<file path="src/hw/rtl/aieu_ram.sv">
`default_nettype none
module aieu_ram #(
    parameter int WIDTH = 8,
    parameter int DEPTH = 16
) (
    input  wire logic                     aclk,
    input  wire logic                     we,
    input  wire logic [$clog2(DEPTH)-1:0] waddr,
    input  wire logic [WIDTH-1:0]         wdata,
    input  wire logic [$clog2(DEPTH)-1:0] raddr,
    output logic      [WIDTH-1:0]         rdata
);
    logic [WIDTH-1:0] mem [DEPTH];

    always_ff @(posedge aclk) begin
        if (we) begin
            mem[waddr] <= wdata;
        end
        rdata <= mem[raddr];
    end
endmodule
`default_nettype wire

</file>
<file path="config.mk">
export PLATFORM = sky130hd
export DESIGN_NAME = aieu_ram
export DESIGN_NICKNAME = d
export VERILOG_FILES = /design/src/hw/rtl/aieu_ram.sv
export SDC_FILE = /design/constraint.sdc
export NUM_CORES = 1
export LEC_CHECK = 0
export BUFFER_PORTS_ARGS = -buffer_cell sky130_fd_sc_hd__buf_2
export CAP_MARGIN = 20
export CORE_UTILIZATION = 40
export DETAILED_ROUTE_END_ITERATION = 8
export GPL_TIMING_DRIVEN = 0
export PLACE_DENSITY = 0.6
export SLEW_MARGIN = 10
export SYNTH_ARGS = -nofsm -noshare
export SYNTH_HDL_FRONTEND = slang
export SYNTH_SLANG_ARGS = --single-unit
export TNS_END_PERCENT = 50
</file>
<file path="constraint.sdc">
create_clock -name aclk -period 1.55 [get_ports aclk]
set_input_delay 0.155 -clock aclk [delete_from_list [all_inputs] [get_ports aclk]]
set_output_delay 0.155 -clock aclk [all_outputs]
set_load 0.03 [all_outputs]
</file>
[Word-level counts from Yosys, hierarchy flattened]
Memories as Yosys holds them, arrays and structs flattened. A register that Yosys moved wholly into a read port is not among the register bits.
Index checks and enable logic that the tools add are counted.
Cells by class
  mux-type cells: 2
Operators with widths (number)
  $mux 1: 2
Word-level totals
  RAM bits: 128
  register bits after elaboration: 0
  memories: 1
Memory list
  mem: words 16, width 8, read ports 1, clocked after memory_dff 1, write ports 1, line 13  | logic [WIDTH-1:0] mem [DEPTH];

[Logic depth before layout (Yosys ltp)]
Gate-level depths: netlist of the first run.
  depth after elaboration: 2
  depth in mapped cells: 5
  depth with buffers taken out: 3

[Worst setup path before layout of the first run]
No wires, ideal clock.
  path type: input port to flip-flop
  start: in waddr[2]
  end: mem mem[0][0], enable pin
  arrival time: 1265 ps
  path slack: -98 ps
  cell stages on the path: 2
  required time: 1167 ps
  buffers on the path: 0
  path through: or3b_2 -> nor3_1
RTL lines
  start: declaration: line 8  | input wire logic [$clog2(DEPTH)-1:0] waddr,
  end: declaration: line 13
Straight into the memory's write port.

==> results of run 1 <==
==> logic make-up (layout without fill, tap and decap cells) <==
kind of cell           Yosys count  in the layout  share of synthesized area (%)
AOI/OAI and AO/OA               16             16                          2.334
DFF                            136            136                          77.78
and+or+nand+nor                 35             35                          3.184
buffers and inverters           10             69                          1.677
muxes                           32             32                          15.02
==> worst paths after layout <==
| check | end | start | depth (start not counted) | slack [ps] |
|---|---|---|---|---|
| setup / recovery | rdata[0]$_DFF_P_ | mem[4][0]$_DFFE_PP_ | 3 | 100 |
| hold / removal | mem[15][4]$_DFFE_PP_ | wdata[4] | 1 | 160 |
| setup reg to reg | rdata[0]$_DFF_P_ | mem[4][0]$_DFFE_PP_ | 3 | 100 |
| hold reg to reg | rdata[2]$_DFF_P_ | mem[11][2]$_DFFE_PP_ | 3 | 680 |
==> synthesized netlist by cell type, drive strengths merged <==
master / instances / area share (%)
and2b: 1 / 0.15
clkdlybuf4s25: 3 / 0.58
nor2b: 1 / 0.12
nand3b: 2 / 0.29
nor3: 4 / 0.39
buf: 7 / 1.1
or3b: 1 / 0.17
nand2b: 2 / 0.24
mux4: 32 / 15
edfxtp: 128 / 75
nand3: 1 / 0.097
nor2: 13 / 0.95
and2: 1 / 0.12
dfxtp: 8 / 3.1
nand2: 9 / 0.66
a22oi: 16 / 2.3
==> per-layer routing <==
metal | wire [um] | part of all wire, % | track usage, % | vias to the layer above
met5 | 0 | 0 | 0 | -
met4 | 113 | 1.1 | 6.234 | 0
li1 | - | - | - | 1069
met1 | 4629 | 45 | 24.17 | 1287
met2 | 4956 | 48 | 26.51 | 72
met3 | 611 | 5.9 | 4.079 | 9
==> stage by stage <==
step           setup TNS (ps)  worst slack, ps
4_1_cts                     0            59.03
6_report                    0            104.4
5_1_grt                     0            24.29
3_5_place_dp           -12840           -330.9
2_1_floorplan               0            128.9
3_3_place_gp           -19800           -411.7
==> worst max-delay path, stage by stage (launching register included) <==
cell	delay, ps
edfxtp_1	370
mux4_1	550
a22oi_1	320
nand2_1	90
==> state kept, by name, summed over array words and instances, names as in the netlist <==
| name | cells |
|---|---|
| mem | 128 |
| rdata | 8 |
==> power groups by stage <==
stage               Clock, mW  Sequential (mW)  Combinational [mW]
floorplan                   0             4.25               0.209
global placement            0             4.20               0.436
detailed placement          0             4.21               0.445
CTS                      4.12             4.13               0.448
global route             4.29             4.14               0.474
finish                   4.09             4.13               0.441
==> area by class of cell <==
cell class	count	area (um^2)	share of cell area, %
Clock buffer	24	491.7	8.038
Multi-Input combinational cell	83	1062	17.37
Tap cell	172	215.2	3.518
Timing Repair Buffer	27	140.1	2.291
Sequential cell	136	4004	65.45
Buffer	10	86.33	1.411
Clock inverter	8	117.6	1.923
==> summary.txt, run 1 <==
Worst hold path
  – Hold WC Path Type: input pin to flip-flop

Pwr
  – Int Pwr: about 7 mW
  – Reg power frac: 47.7%
  – PD cells: 1416 nW/um^2
  – Net Sw Frac: 19.55%
  – P_leak: between 2 and 2.5 nW
  – Psw: between 1.5 and 2 mW
  – Total power: between 8 and 9 mW
  – Clk pwr share: between 40% and 50%
  – Comb pwr share: under 10%
  – Max VDD drop: 705.8 uV

Run
  – MaxCap Viol Count: 0

Final layout
  – Final core occ: 48.67%
  – Most frequent cells in the layout: edfxtp_1, buf_2, mux4_2
  – ANT cells: 0
  – Synth-to-layout area growth: 18.84%
  – Nets@finish: approximately 300
  – Post-route cell area: just over 6000 um^2
  – Layout Cells excl Fill: between 400 and 500
  – Commonest non-fill, non-tap cell in the layout: edfxtp_1
  – Fill cells: approximately 1000
  – Share of cells above drive strength 1: 29.86%

Global route
  – Remaining Overflow, GRT: 0
  – Largest net degree at the start of global routing: 17
  – Initial antenna violation count: 0
  – GRT Resource Usage Total: 17.23%
  – Vias in the first global route: approximately 2500
  – First-pass GRT wire length: ~15000 um

STA
  – Fin crit share: a little over 90%
  – Worst slew pin tran: approximately 840 ps
  – Fmax: 691.8 MHz
  – Fin. max-slew vios: 0
  – Hold WS: around 160 ps
  – Tmin final: approximately 1400 ps
  – Fin. Hold Viols: 0
  – Final setup viols: 0
  – RSZ-0062 raised after global routing: no
  – Slew headroom: approximately 44%
  – Worst Skew: between 5 and 6 ps

Detailed routing
  – DRT iter0 DRCs: about 140
  – Drt first pass iters: 4
  – DRC Markers: 0
  – Avg WL per Cell: between 20 and 25 um
  – Via count: between 2000 and 2500
  – Routed Wire Length: just over 10000 um
  – Via-to-Cell Ratio: 5.298
  – Antenna viol nets, final: 0

Placement
  – Routability cong.: 0.6903
  – IO buf count: 24
  – Cell Area, Placed: 5508 um^2
  – Final HPWL DP: roughly 6500 um
  – Inst Count DP: between 400 and 500

Clock tree
  – Sink Count: between 100 and 150
  – Root Buffer: clkbuf_16
  – CTS tree: done
  – Post_cts resized: 0
  – TritonCTS Buffers: 17
  – Clk_lat worst skew: around 400 ps
  – Htree depth: 4
  – Cts hold-fix bufs: 0
  – Post-CTS Setup Bufs: 0
  – Clock Pin Slew Worst Setup and Hold Paths: 60 ps
  – Max Buffers Root-to-Sink: 2

Synth
  – Synth Warn #: 0
  – Seq/Total Area, Yosys: between 70 and 80%
  – Synth Instances: about 230
  – Synth Area per Inst: around 22 um^2
  – Mapped Area: 5147 um^2
  – Net Count, Synth: between 200 and 250
  – Synthesized flop and latch total: about 140
  – Synth cell types: 19

Die
  – Starting Density: 40.96%
  – Core area: approximately 13000 um^2
  – Die ar.: 13330 um^2
  – I/O pin count: 26
  – Die height: between 100 and 150 um
  – Rows: 41
  – Die extent in x: 115.4 um

Setup path
  – Worst path required time: approximately 1800 ps
  – Critical Path End Type: flip-flop
  – Crit path DAT: roughly 1700 ps
  – Critical path class: flip-flop to flip-flop
  – Crit path max fanout: 1
  – Startpoint class of the critical path: flip-flop

Outcome
  – Status: complete, no violations
No activity file was read; power rests on OpenSTA's default activity.
==> run 2, diff against run 1 <==
==> constraint.sdc (replaced) <==
create_clock -name aclk -period 1.2 [get_ports aclk]
set_input_delay 0.12 -clock aclk [delete_from_list [all_inputs] [get_ports aclk]]
set_output_delay 0.12 -clock aclk [all_outputs]
set_load 0.03 [all_outputs]
==> run 2 against run 1 <==
The flow now finishes with violations (setup timing); register-to-register slack worse by 220 ps; core utilization is 0.30 points higher; combinational power is 37% higher; critical path type unchanged; critical endpoint is now rdata[7]$_DFF_P_; largest power group unchanged.
==> summary.txt, run 2 (synthesis results as in run 1) <==
Final layout
  – Most frequent cells in the layout: edfxtp_1, buf_2, mux4_2
  – Commonest non-fill, non-tap cell in the layout: edfxtp_1
  – Register area: 4004 um^2
  – Reg with most FFs: mem
  – Post-route cell area: 6155 um^2
  – ANT cells: 0
  – Largest regs: mem: 128 flops, rdata: 8 flops
  – Nets@finish: between 200 and 300
  – Fill cells: about 1000
  – Synth-to-layout area growth: 19.57%
  – Max reg flops: around 130
  – Share of cells above drive strength 1: between 30% and 40%
  – Area of the multi-input gates: 1116 um^2

Die
  – Rows: between 40 and 50
  – Die extent in x: around 120 um
  – I/O pin count: 26
  – Starting Density: 40.96%
  – Die ar.: 13330 um^2
  – Core area: approximately 13000 um^2
  – Die height: roughly 120 um

Clock tree
  – Clk_lat worst skew: approximately 410 ps
  – CTS tree: done
  – Htree depth: 4
  – Root Buffer: clkbuf_16
  – TritonCTS Buffers: 17
  – Cts hold-fix bufs: 0
  – Max Buffers Root-to-Sink: 2
  – Sink Count: between 100 and 150
  – Clock Pin Slew Worst Setup and Hold Paths: ~60 ps

Global route
  – First-pass GRT wire length: 14940 um
  – Largest net degree at the start of global routing: 17
  – Met2 Use GR: 24.79%
  – Met3 usage: roughly 3.7%
  – GRT busiest layer: met2
  – Remaining Overflow, GRT: 0
  – GRT Resource Usage Total: between 10% and 20%
  – Vias in the first global route: ~2400
  – Met1 GRT Util: between 20% and 30%
  – Initial antenna violation count: 0

STA
  – Slew headroom: between 40% and 50%
  – Fin. Hold Viols: 0
  – Final setup viols: 8
  – Worst Skew: ~7.2 ps
  – Final WS setup: -115.9 ps
  – Fin. max-slew vios: 0
  – Fin crit share: 109.7%
  – RSZ-0062 raised after global routing: yes
  – Worst slew pin tran: 854.3 ps
  – Tmin final: 1316 ps
  – Fmax: roughly 760 MHz
  – Hold WS: 108.4 ps

Detailed routing
  – Drt first pass iters: 4
  – Antenna viol nets, final: 0
  – Routed Wire Length: just under 10000 um
  – Via count: 2353
  – Avg WL per Cell: between 20 and 25 um
  – DRC Markers: 0
  – Via-to-Cell Ratio: roughly 5.1
  – DRT iter0 DRCs: around 140

Worst hold path
  – Hold WC Path Type: input pin to flip-flop
  – WHS Endpoint: mem[12][5]$_DFFE_PP_
  – Hold Path Depth: 1
  – Hold Crit Start: wdata[5]

Outcome
  – Failing checks: setup timing
  – Status: finished with violations

Pwr
  – Max VDD drop: approximately 1000 uV
  – PD cells: roughly 1800 nW/um^2
  – P_leak: just over 2 nW

Setup path
  – FF-to-FF Start: mem[11][7]$_DFFE_PP_
  – R2R cell count: 3
  – Startpoint class of the critical path: flip-flop
  – Crit path max fanout: 1
  – Critical Path End Type: flip-flop
  – Crit path cell chain: mux4_2 -> a22oi_2 -> nand2_1
  – Slowest cell on the critical path: mux4_2
  – Reg-to-Reg End: rdata[7]$_DFF_P_
  – Bufs and invs on worst path: 0
  – R2r setup slk: -120 ps
  – CP peak stage delay: 490 ps
  – Critical path class: flip-flop to flip-flop
  – Worst path required time: between 1000 and 1500 ps
  – CP delay by family, top: multiplexers
  – Crit path DAT: between 1500 and 2000 ps

Run
  – MaxCap Viol Count: 0

Placement
  – Cell Area, Placed: ~5500 um^2
  – Placement Setup Slack: -410.7 ps
  – Routability cong.: 0.6901
  – IO buf count: 24
  – Final HPWL DP: 6114 um
[run 2: cell types whose count changed in the layout (fill, tap and decap cells not counted), moves of 2 or more]
| cell | delta |
|---|---|
| clkinv_2 | +2 |
| mux4_1 | -8 |
| a22oi_1 | -9 |
| nor2_2 | +8 |
| mux4_2 | +8 |
| a22oi_2 | +9 |
| nor3_1 | -2 |
| nor2_1 | -8 |
[run 2: stage by stage]
stage	instances	total power, mW	TNS [ps]	utilization (%)
CTS	459	11.17	-589.2	48.81
global placement	425	5.995	-48400	43.83
floorplan	229	5.769	-1783	-
global route	459	11.45	-1204	48.97
finish	459	11.10	-509.0	48.97
detailed placement	427	6.012	-43920	43.95
[run 2: routing by layer]
layer  part of all wire [%]  up-vias
li1                       -     1052
met1                     46     1222
met2                     47       67
met3                    5.4       12
met4                    1.8        0
met5                      0        -
[run 2: worst max-delay path by stage]
stage / start / to / slack [ps] / cells past startpoint
after floorplan: waddr[3] / mem[4][0]$_DFFE_PP_ / -110 / 2
after global placement: waddr[3] / mem[4][4]$_DFFE_PP_ / -660 / 3
after detailed placement: raddr[0] / rdata[7]$_DFF_P_ / -410 / 5
after CTS: mem[11][7]$_DFFE_PP_ / rdata[7]$_DFF_P_ / -120 / 3
after global routing: mem[11][7]$_DFFE_PP_ / rdata[7]$_DFF_P_ / -160 / 3
final: mem[11][7]$_DFFE_PP_ / rdata[7]$_DFF_P_ / -120 / 3
[run 2: where the power goes]
part	leakage, nW	internal (mW)	switching, mW
sequential	1.22	5.31	0.0245
combinational	0.502	0.228	0.376
clock	0.301	3.40	1.76
[run 2: final cells by class]
| type | count | area share [%] |
|---|---|---|
| sequential | 136 | 65.05 |
| multi-input combinational | 83 | 18.13 |
| clock buffer | 22 | 7.705 |
| tap | 172 | 3.497 |
| timing repair buffer | 26 | 2.196 |
| clock inverter | 10 | 2.013 |
| buffer | 10 | 1.403 |
[run 2: what timing repair did]
item	in CTS	in global routing
pin swaps	10	1
setup endpoints to repair	8	49
setup buffers	0	0
gates resized for setup	13	10
